File: src/hdl/assert_macros.svh
// assertion helpers used by the rtl
`ifndef ASSERT_MACROS_SVH
`define ASSERT_MACROS_SVH

// property that must hold on every clock edge outside reset
`define ASSERT_ALWAYS(label, prop, msg) \
    label: assert property (@(posedge clk) disable iff (!rst_n) (prop)) else $error(msg);

// condition in one cycle implies a consequence in the next
`define ASSERT_NEXT(label, ante, cons, msg) \
    label: assert property (@(posedge clk) disable iff (!rst_n) (ante) |=> (cons)) \
        else $error(msg);

// condition implies a consequence in the same cycle
`define ASSERT_SAME(label, ante, cons, msg) \
    label: assert property (@(posedge clk) disable iff (!rst_n) (ante) |-> (cons)) \
        else $error(msg);

`endif

File: src/hdl/deq_pkg.sv
package deq_pkg;

    // operation codes carried in the kind field
    typedef enum logic [2:0] {
        KIND_PUSH_FRONT = 3'd0,
        KIND_PUSH_BACK  = 3'd1,
        KIND_POP_FRONT  = 3'd2,
        KIND_POP_BACK   = 3'd3,
        KIND_PEEK_FRONT = 3'd4,
        KIND_PEEK_BACK  = 3'd5
    } kind_e_t;

    // result status codes
    typedef enum logic [1:0] {
        STATUS_OK    = 2'd0,
        STATUS_EMPTY = 2'd1,
        STATUS_FULL  = 2'd2
    } status_t;

    // controller states
    typedef enum logic {
        ST_IDLE,
        ST_EXEC
    } ctrl_state_t;

    // request payload
    typedef struct packed {
        logic [2:0]         kind;
        logic signed [31:0] data_in;
    } req_item_t;

    // response payload
    typedef struct packed {
        logic signed [31:0] data_out;
        logic [1:0]         status;
        logic [4:0]         count;
    } rsp_item_t;

    // controller to datapath commands
    typedef struct packed {
        logic accept;
        logic commit;
    } ctrl_cmd_t;

    // datapath to controller status
    typedef struct packed {
        logic out_busy;
    } ctrl_stat_t;

endpackage

File: src/hdl/deq_ctrl.sv
module deq_ctrl
    import deq_pkg::*;
(
    input  logic       clk,
    input  logic       rst_n,
    input  logic       req_valid,
    output logic       req_stall,
    input  ctrl_stat_t stat,
    output ctrl_cmd_t  cmd
);

    ctrl_state_t state_reg;
    ctrl_state_t state_next;

    // state register
    always_ff @(posedge clk or negedge rst_n)
    begin
        if (!rst_n)
        begin
            state_reg <= ST_IDLE;
        end
        else
        begin
            state_reg <= state_next;
        end
    end

    // next state
    always_comb
    begin
        state_next = state_reg;
        case (state_reg)
            ST_IDLE:
            begin
                if (req_valid)
                begin
                    state_next = ST_EXEC;
                end
            end
            ST_EXEC:
            begin
                if (!stat.out_busy)
                begin
                    state_next = ST_IDLE;
                end
            end
            default:
            begin
                state_next = ST_IDLE;
            end
        endcase
    end

    // outputs
    always_comb
    begin
        req_stall  = 1'b1;
        cmd.accept = 1'b0;
        cmd.commit = 1'b0;
        case (state_reg)
            ST_IDLE:
            begin
                req_stall  = 1'b0;
                cmd.accept = req_valid;
            end
            ST_EXEC:
            begin
                cmd.commit = !stat.out_busy;
            end
            default:
            begin
                req_stall = 1'b1;
            end
        endcase
    end

endmodule

File: src/hdl/deq_datapath.sv
module deq_datapath
    import deq_pkg::*;
#(
    parameter int DEPTH      = 16,
    parameter int DATA_WIDTH = 32
)
(
    input  logic       clk,
    input  logic       rst_n,
    input  ctrl_cmd_t  cmd,
    output ctrl_stat_t stat,
    input  req_item_t  req,
    output logic       rsp_valid,
    input  logic       rsp_stall,
    output rsp_item_t  rsp
);

    localparam int AW = $clog2(DEPTH);
    localparam int CW = $clog2(DEPTH + 1);
    localparam logic [AW-1:0] LAST = AW'(DEPTH - 1);

    logic [DATA_WIDTH-1:0] mem [DEPTH];

    logic [AW-1:0]         head_reg;
    logic [AW-1:0]         head_next;
    logic [AW-1:0]         tail_reg;
    logic [AW-1:0]         tail_next;
    logic [CW-1:0]         cnt_reg;
    logic [CW-1:0]         cnt_next;
    kind_e_t               kind_reg;
    logic [DATA_WIDTH-1:0] din_reg;
    logic [DATA_WIDTH-1:0] rd_data_reg;
    logic                  out_valid_reg;
    rsp_item_t             out_reg;
    rsp_item_t             out_next;

    logic [AW-1:0]          head_inc;
    logic [AW-1:0]          head_dec;
    logic [AW-1:0]          tail_inc;
    logic [AW-1:0]          tail_dec;
    logic [AW-1:0]          rd_addr;
    logic [AW-1:0]          wr_addr;
    logic                   wr_en;
    logic                   empty;
    logic                   full;
    logic [DATA_WIDTH-1:0]  res_w;
    status_t                res_status;
    logic [DATA_WIDTH+31:0] din_ext;
    logic [DATA_WIDTH+31:0] res_ext;
    logic [CW+4:0]          cnt_ext;

    // ring index arithmetic with wrap at the last slot
    assign head_inc = (head_reg == LAST) ? '0 : head_reg + AW'(1);
    assign head_dec = (head_reg == '0) ? LAST : head_reg - AW'(1);
    assign tail_inc = (tail_reg == LAST) ? '0 : tail_reg + AW'(1);
    assign tail_dec = (tail_reg == '0) ? LAST : tail_reg - AW'(1);

    assign empty = (cnt_reg == '0);
    assign full  = (cnt_reg == CW'(DEPTH));

    // read slot chosen from the incoming kind
    always_comb
    begin
        if (req.kind inside {KIND_POP_FRONT, KIND_PEEK_FRONT})
        begin
            rd_addr = head_reg;
        end
        else
        begin
            rd_addr = tail_dec;
        end
    end

    assign din_ext = {{DATA_WIDTH{1'b0}}, req.data_in};

    // capture the operation and read its slot on transfer
    always_ff @(posedge clk)
    begin
        if (cmd.accept)
        begin
            kind_reg    <= kind_e_t'(req.kind);
            din_reg     <= din_ext[DATA_WIDTH-1:0];
            rd_data_reg <= mem[rd_addr];
        end
        if (wr_en)
        begin
            mem[wr_addr] <= din_reg;
        end
    end

    // operation decode and state update
    always_comb
    begin
        head_next  = head_reg;
        tail_next  = tail_reg;
        cnt_next   = cnt_reg;
        wr_en      = 1'b0;
        wr_addr    = tail_reg;
        res_w      = '0;
        res_status = STATUS_OK;
        case (kind_reg)
            KIND_PUSH_FRONT:
            begin
                if (full)
                begin
                    res_status = STATUS_FULL;
                end
                else
                begin
                    wr_en     = cmd.commit;
                    wr_addr   = head_dec;
                    head_next = head_dec;
                    cnt_next  = cnt_reg + CW'(1);
                end
            end
            KIND_PUSH_BACK:
            begin
                if (full)
                begin
                    res_status = STATUS_FULL;
                end
                else
                begin
                    wr_en     = cmd.commit;
                    wr_addr   = tail_reg;
                    tail_next = tail_inc;
                    cnt_next  = cnt_reg + CW'(1);
                end
            end
            KIND_POP_FRONT:
            begin
                if (empty)
                begin
                    res_status = STATUS_EMPTY;
                end
                else
                begin
                    res_w     = rd_data_reg;
                    head_next = head_inc;
                    cnt_next  = cnt_reg - CW'(1);
                end
            end
            KIND_POP_BACK:
            begin
                if (empty)
                begin
                    res_status = STATUS_EMPTY;
                end
                else
                begin
                    res_w     = rd_data_reg;
                    tail_next = tail_dec;
                    cnt_next  = cnt_reg - CW'(1);
                end
            end
            KIND_PEEK_FRONT, KIND_PEEK_BACK:
            begin
                if (empty)
                begin
                    res_status = STATUS_EMPTY;
                end
                else
                begin
                    res_w = rd_data_reg;
                end
            end
            default:
            begin
                res_status = STATUS_OK;
            end
        endcase
    end

    // result formatting: sign extend the value, keep the low count bits
    assign res_ext = {{32{res_w[DATA_WIDTH-1]}}, res_w};
    assign cnt_ext = {5'd0, cnt_next};

    always_comb
    begin
        out_next.data_out = res_ext[31:0];
        out_next.status   = res_status;
        out_next.count    = cnt_ext[4:0];
    end

    // queue pointers and count
    always_ff @(posedge clk or negedge rst_n)
    begin
        if (!rst_n)
        begin
            head_reg <= '0;
            tail_reg <= '0;
            cnt_reg  <= '0;
        end
        else if (cmd.commit)
        begin
            head_reg <= head_next;
            tail_reg <= tail_next;
            cnt_reg  <= cnt_next;
        end
    end

    // output register valid flag
    always_ff @(posedge clk or negedge rst_n)
    begin
        if (!rst_n)
        begin
            out_valid_reg <= 1'b0;
        end
        else if (cmd.commit)
        begin
            out_valid_reg <= 1'b1;
        end
        else if (!rsp_stall)
        begin
            out_valid_reg <= 1'b0;
        end
    end

    // output register payload
    always_ff @(posedge clk)
    begin
        if (cmd.commit)
        begin
            out_reg <= out_next;
        end
    end

    assign stat.out_busy = out_valid_reg && rsp_stall;
    assign rsp_valid     = out_valid_reg;
    assign rsp           = out_reg;

endmodule

File: src/hdl/double_ended_queue.sv
// channel | direction | payload    | handshake
// --------+-----------+------------+----------------------
// req     | in        | req_item_t | req_valid / req_stall
// rsp     | out       | rsp_item_t | rsp_valid / rsp_stall
//
// each operation runs as a transfer plus synchronous slot read, then a commit
// a new request is taken only after the previous one has committed
// commit waits while the response register holds an untaken result
// rst_n clears pointers, count and the valid flag at once; the slot memory is not cleared
// the slot memory has one write and one registered read port
`include "assert_macros.svh"

module double_ended_queue
    import deq_pkg::*;
#(
    parameter int DEPTH      = 16,
    parameter int DATA_WIDTH = 32
)
(
    input  logic      clk,
    input  logic      rst_n,
    input  logic      req_valid,
    output logic      req_stall,
    input  req_item_t req,
    output logic      rsp_valid,
    input  logic      rsp_stall,
    output rsp_item_t rsp
);

    ctrl_cmd_t  cmd;
    ctrl_stat_t stat;

    // sequencer
    deq_ctrl u_ctrl (
        .clk       (clk),
        .rst_n     (rst_n),
        .req_valid (req_valid),
        .req_stall (req_stall),
        .stat      (stat),
        .cmd       (cmd)
    );

    // ring store, pointers and response register
    deq_datapath #(
        .DEPTH      (DEPTH),
        .DATA_WIDTH (DATA_WIDTH)
    ) u_datapath (
        .clk       (clk),
        .rst_n     (rst_n),
        .cmd       (cmd),
        .stat      (stat),
        .req       (req),
        .rsp_valid (rsp_valid),
        .rsp_stall (rsp_stall),
        .rsp       (rsp)
    );

    // checks
    `ASSERT_ALWAYS(a_no_overlap, !(cmd.accept && cmd.commit), "accept and commit overlap")
    `ASSERT_NEXT(a_busy_after_xfer, req_valid && !req_stall, req_stall, "request taken while busy")
    `ASSERT_NEXT(a_commit_valid, cmd.commit, rsp_valid, "commit without response")
    `ASSERT_SAME(a_err_zero, rsp_valid && rsp.status != STATUS_OK, rsp.data_out == 32'sd0, "error with data")

endmodule
File: config.mk
export PLATFORM = sky130hd
export DESIGN_NAME = double_ended_queue
export DESIGN_NICKNAME = d
export VERILOG_FILES = /design/src/hdl/deq_pkg.sv /design/src/hdl/deq_ctrl.sv /design/src/hdl/deq_datapath.sv /design/src/hdl/double_ended_queue.sv
export VERILOG_INCLUDE_DIRS = /design/src /design/src/hdl
export SDC_FILE = /design/constraint.sdc
export NUM_CORES = 1
export LEC_CHECK = 0
export ABC_AREA = 1
export BUFFER_PORTS_ARGS = -buffer_cell sky130_fd_sc_hd__buf_2
export CAP_MARGIN = 20
export CORE_MARGIN = 2
export CORE_UTILIZATION = 54
export CTS_CLUSTER_SIZE = 24
export DETAILED_ROUTE_END_ITERATION = 10
export PLACE_DENSITY_LB_ADDON = 0.12
export SYNTH_ARGS = -nofsm -noshare
export SYNTH_HDL_FRONTEND = slang
export SYNTH_SLANG_ARGS = --single-unit
File: constraint.sdc
create_clock -name clk -period 5.7 [get_ports clk]
set_clock_uncertainty 0.2 [all_clocks]
set_input_delay 1.14 -clock clk [delete_from_list [all_inputs] [get_ports clk]]
set_output_delay 1.14 -clock clk [all_outputs]
set_load 0.01 [all_outputs]
## Word-level counts from Yosys, hierarchy flattened

Memory sizes are Yosys's and may differ from the RTL's. A register that Yosys moved wholly into a read port is not among the register bits.
Index checks and enable logic that the tools add are counted.

| word-level totals | value |
|---|---|
| logic and storage cells | 80 |
| bits of input ports | 39 |
| RAM bits | 512 |
| memories | 1 |
| register bits | 89 |
| output and inout bits | 41 |

| cells by class | value |
|---|---|
| eq/ne operators | 15 |
| bitwise gates (word level) | 2 |
| reduce and logical (&&, ||, !) cells | 15 |
| multiplexer cells | 31 |
| add/sub/neg operators | 6 |

Memory list:

| memory | depth | bits a word | rd ports | clocked after memory_dff | wr ports | RTL line | RTL |
|---|---|---|---|---|---|---|---|
| u_datapath.mem | 16 | 32 | 1 | 1 | 1 | deq_datapath.sv:22 | `logic [DATA_WIDTH-1:0] mem [DEPTH];` |

Operators with widths:

| cell | number |
|---|---|
| 2-to-1 mux 4 bit | 11 |
| one-hot mux 4 bit (2 select lines) | 2 |
| 2-to-1 mux 1 bit | 12 |
| 2-to-1 mux 5 bit | 2 |
| one-hot mux 5 bit (2 select lines) | 1 |
| equality test 3 x 2 -> 1 bit, second input constant | 3 |
| equality test 3 bit, second input constant | 3 |
| adder 4 x 1 -> 4 bit, second input constant | 2 |
| equality test 4 bit, second input constant | 2 |
| zero test 4 bit | 2 |
| != test 2 bit, second input constant | 4 |
| AND reduction 4 bit | 2 |
| subtractor 4 x 1 -> 4 bit, second input constant | 2 |
| nonzero test 2 bit | 3 |
| OR reduction 2 bit | 3 |
| adder 5 x 1 -> 5 bit, second input constant | 1 |
| equality test 5 bit, second input constant | 1 |
| zero test 5 bit | 1 |
| subtractor 5 x 1 -> 5 bit, second input constant | 1 |
| one-hot mux 2 bit (2 select lines) | 1 |
| OR reduction 4 bit | 1 |
| equality test 3 x 1 -> 1 bit, second input constant | 1 |
| zero test 3 bit | 1 |
| 2-to-1 mux 2 bit | 1 |
| other kinds (5) | 6 |

## Longest topological paths before layout

| depth | value |
|---|---|
| word-level depth | 7 |
| mapped depth | 14 |
| mapped depth without buffers | 13 |

## By module

Synthesis repeated with hierarchy kept, for this count alone.

| unflattened totals | value |
|---|---|
| cell total of the unflattened synthesis | 2,425 |
| area total of the unflattened synthesis | 26,808.2 sq um |

By module, submodules not included:

| module | cells each | area each (sq um) | instances | sequential area each (sq um) |
|---|---|---|---|---|
| deq_datapath | 2,418 | 26,758.2 | 1 | 18,908.1 |
| deq_ctrl | 7 | 50.0 | 1 | 25.0 |

## Least setup slack after synthesis

Ideal clock, no wire load.

| timing | value |
|---|---|
| path type | in2reg |
| from | input port req_valid |
| to | register u_datapath.din_reg[0], enable pin |
| data required time | 5.006 ns |
| arrival time | 4.009 ns |
| stages | 2 |
| buffers on the path | 0 |
| library setup time | 0.494 ns |
| path slack | 0.997 ns |
| cells stage by stage | inv_1 -> nor2_1 |

RTL lines:

| element | RTL line | RTL |
|---|---|---|
| from (decl) | double_ended_queue.sv:22 | `input logic req_valid,` |
| to (signal assigned) | deq_datapath.sv:82 | `din_reg <= din_ext[DATA_WIDTH-1:0];` |
| to (decl) | deq_datapath.sv:31 | `logic [DATA_WIDTH-1:0] din_reg;` |

## Final worst setup path

| timing | value |
|---|---|
| from | register u_datapath.tail_reg[0] |
| to | register u_datapath.rd_data_reg[31] (read register of u_datapath.mem) (data pin) |

| between the ends | value |
|---|---|
| cells in the longest elaborated chain, start to end | 3 |
| elaborated cells between the ends (all ways) | 4 |
| those cells by class | add/sub (1); mux (2); reduce/logical (1) |

Ends and longest elaborated chain:

| element | RTL line | RTL |
|---|---|---|
| from (decl) | deq_datapath.sv:26 | `logic [AW-1:0] tail_reg;` |
| from (signal assigned) | deq_datapath.sv:197 | `tail_reg <= tail_next;` |
| subtractor 4 x 1 -> 4 bit or zero test 4 bit (tied branches) | deq_datapath.sv:56 | `assign tail_dec = (tail_reg == '0) ? LAST : tail_reg - AW'(1);` |
| 2-to-1 mux 4 bit (*) | deq_datapath.sv:56 |  |
| 2-to-1 mux 4 bit (*) | deq_datapath.sv:64 | `if (req.kind inside {KIND_POP_FRONT, KIND_PEEK_FRONT})` |
| to (decl) | deq_datapath.sv:32 | `logic [DATA_WIDTH-1:0] rd_data_reg;` |

Mark *: on every way between the ends. The rest lies on a longest branch, timed or not.
A chain may end at the register's enable or synchronous reset.

==> summary.txt <==
Critical path
  – CP max stage cell: nand2_8
  – Largest fanout on the critical path: 105
  – CP dominant cell by count: nand2_1
  – Crit path DAT: 3910 ps
  – Worst r2r src: u_datapath.tail_reg[0]$_DFFE_PN0P_
  – Flop-to-flop setup slack: 1940 ps
  – Required @ worst endpoint: 5850 ps
  – Startpoint Class: flip-flop
  – R2r endpoint: u_datapath.rd_data_reg[31]$_DFFE_PP_
  – Crit path max-delay family: simple AND/OR/NAND/NOR gates
  – CP Buf/Inv Count: 2
  – Reg2reg path depth: 13
  – CP Cell Sequence: inv_1 > ha_1 > nand2_1 > nand2_1 > nand2_8 > nand2_8 > buf_12 > nand2_1 > nand2_1 > nand2_1 > nand3_1 > nand3_1 > nand2_1
  – Max stage delay on crit path: 590 ps
  – CP Class: reg -> reg
  – Nature of the critical path endpoint: flip-flop

Floorplan
  – Initial Util: 0.5477
  – Die area: 0.05155 sq mm
  – Top Ports: 80
  – Core area: 0.04905 sq mm
  – Site row count: 81
  – DIE HEIGHT: 227.1 um
  – Die W: 227.1 um

Drt
  – Final wirelength: roughly 65000 um
  – Routed WL per cell: 20.53 um
  – DRT iter0 DRCs: roughly 2100
  – Vias: 17715
  – DRT Pass-1 Iters: 6
  – # DRC: 0
  – Final ANT Viol Nets: 0
  – Vias per cell: 5.573

Yosys
  – Synth cell types: 33
  – Post-synth EDFFs: 618
  – Mean Syn Cell Area: 11.12 sq um
  – Post-synth top area cell: edfxtp_1
  – Post-Synth Adder-Cell Area: 0.002794
  – Ys flop type: edfxtp_1
  – Post-Syn Area: between 0.02 and 0.03 sq mm
  – Largest family of logic cells by synthesized area: simple AND/OR/NAND/NOR gates
  – Post-synth ARST share: 0.02370
  – Count of synthesis-stage warnings from yosys: 0
  – Post-Synth Simple-Gate Area: 0.2074
  – Post-synthesis mux area share: 0
  – Most frequent cell after synthesis: edfxtp_1
  – Yosys top cell area share: 0.6908
  – XOR/XNOR Fraction of Synth Area: 0.003260
  – Post-synthesis compound-gate area fraction: 0.007219
  – Largest cells by area after synthesis: edfxtp_1 69%, nand3_1 11%, nand2_1 8.3%, inv_1 4.5%, buf_2 1.5%
  – Synthesis-stage register bit count: around 630
  – Synthesized netlist cell count: 2415
  – Synth cell count leaders: 618 x edfxtp_1, 597 x nand2_1, 597 x nand3_1, 320 x inv_1, 81 x buf_2
  – Sequential area share after synthesis: 0.7047
  – Syn Nets: 2460

Finish
  – Reg with most FFs: u_datapath.mem
  – Sequential Area: 0.01893 sq mm
  – Fillers: 3951
  – Multi-input logic area: a little over 0.006 sq mm
  – Layout cells sized above 1: 0.09543
  – Max FFs per register: a little over 500
  – Nets@finish: between 2000 and 3000
  – Area grow syn2layout: 12.24%
  – Diode count: 0

Clocking
  – PostCTS Resize Cnt: 0
  – CTS Hold Buffers Added: 0
  – Clk sinks: 633
  – Total setup buffers inserted after CTS: 0
  – CTS tree: built
  – Worst-skew pair later-pin latency: 600 ps
  – Clock root buffer: clkbuf_16
  – H-tree depth: 3
  – Reg clk slew, reported paths: 60 ps
  – CTS buffer count: slightly below 70
  – Clock buffer depth: 3

Global routing
  – Overflow after GRT: 0
  – Largest net degree at the start of global routing: 173
  – Global-route wire length before repair: approximately 100000 um
  – GRT Util Overall: 0.2609
  – Antenna violations before repair: 0
  – Number of global-route vias before repair: 17158

Power and ir drop
  – Switching power: 5.943 mW
  – Register share of total power: 0.398
  – Pint: 9.746 mW
  – Peak supply drop: 0.5237 mV
  – Comb pwr share: 0.337
  – Leakage Power: 12.21 nW
  – Power per cell area: about 520 mW/mm^2
  – Switching share of total power: 0.3788
  – Clock share of power: 0.265
  – Tot Pwr: 15.69 mW

Min path
  – Worst min path class: in -> async

Status
  – Status: finished clean

STA
  – Worst-Margin Slew: 992.4 ps
  – Setup_tns: 0 ps
  – Final Hold Fails: 0
  – Slew margin rel.: 0.3377
  – Fmax: 266.1 MHz
  – Max Slew Vio Count: 0
  – RSZ-0062 raised after global routing: false
  – Minimum clock period: between 3000 and 4000 ps
  – Final period util: 0.6593
  – Setup-failing EPs final: 0

Placement
  – Port Buf Inserts: between 70 and 80
  – Post-DP HPWL: 36330 um
  – GP Congestion: 0.8166

Job
  – Max-Cap Viols: 0
## worst max path at each step
stage	to	cells after the start	startpoint
after floorplan	u_datapath.din_reg[0]$_DFFE_PP_	2	req_valid
after global routing	u_datapath.mem[2][10]$_DFFE_PP_	13	u_datapath.cnt_reg[1]$_DFFE_PN0P_
final	u_datapath.rd_data_reg[31]$_DFFE_PP_	13	u_datapath.tail_reg[0]$_DFFE_PN0P_
after detailed placement	u_datapath.rd_data_reg[31]$_DFFE_PP_	12	req[34]
after global placement	u_datapath.rd_data_reg[31]$_DFFE_PP_	12	req[34]
after CTS	u_datapath.mem[2][10]$_DFFE_PP_	12	u_datapath.cnt_reg[0]$_DFFE_PN0P_
## worst reg2reg max path: cells and delay by family (launching register included)
family        cells  cell delay [ps]
simple gates     10             2000
flops             1              430
buf+inv           2              640
fa+ha+maj         1              250
## final cells by class
cell class / count / area share
flip-flops and latches: 633 / 0.6279
multi-input cells: 1322 / 0.2038
clock buffers: 84 / 0.05983
inverters: 324 / 0.04033
repair buffers: 115 / 0.03178
well taps: 664 / 0.02755
clock inverters: 37 / 0.008838
## power by group through the flow
| stage | clock, mW | sequential [mW] | combinational (mW) |
|---|---|---|---|
| 4_1_cts | 4.22 | 6.24 | 5.28 |
| 5_1_grt | 4.41 | 6.30 | 5.88 |
| 3_3_place_gp | 0 | 6.33 | 5.19 |
| 2_1_floorplan | 0 | 6.23 | 3.62 |
| 6_report | 4.16 | 6.24 | 5.28 |
| 3_5_place_dp | 0 | 6.33 | 5.25 |
## cells in the final DEF, fill, tap and decap left out, types with 5 or more instances in the layout
master	n
buf_4	15
nand2_1	597
inv_1	320
nor2_1	45
ha_1	6
clkbuf_1	14
edfxtp_1	618
clkbuf_16	70
clkinv_1	19
buf_2	79
xor2_1	7
nor2_4	17
o21ai_4	5
nand3_1	597
dfrtp_1	15
clkinv_2	9
o21ai_0	23
buf_12	17
## kinds of logic after synthesis
logic type,Yosys count
simple gates,1270
xor+xnor,10
buf+inv,460
fa+ha+maj,6
flops,633
compound gates,36
## routing by layer
| layer | share of wire | vias to the layer above | track usage | wire (um) |
|---|---|---|---|---|
| li1 | - | 8249 | - | - |
| met1 | 0.43 | 8631 | 0.3798 | 28170 |
| met2 | 0.46 | 729 | 0.4044 | 30230 |
| met3 | 0.084 | 106 | 0.04466 | 5493 |
| met4 | 0.021 | 0 | 0.08307 | 1354 |
| met5 | 0 | - | 0 | 0 |
## stage by stage
step,std cells,instance area [sq um],setup slack (ps),hold slack (ps),utilization
after floorplan,2415,26870,997.0,319.2,-
after global placement,3044,27770,1402,266.1,0.5662
after detailed placement,3058,28080,1364,277.0,0.5725
after CTS,3179,30150,1941,239.6,0.6147
after global routing,3179,30150,1694,261.4,0.6147
final,3179,30150,1942,248.1,0.6147
No activity file was read; power rests on OpenSTA's default activity.
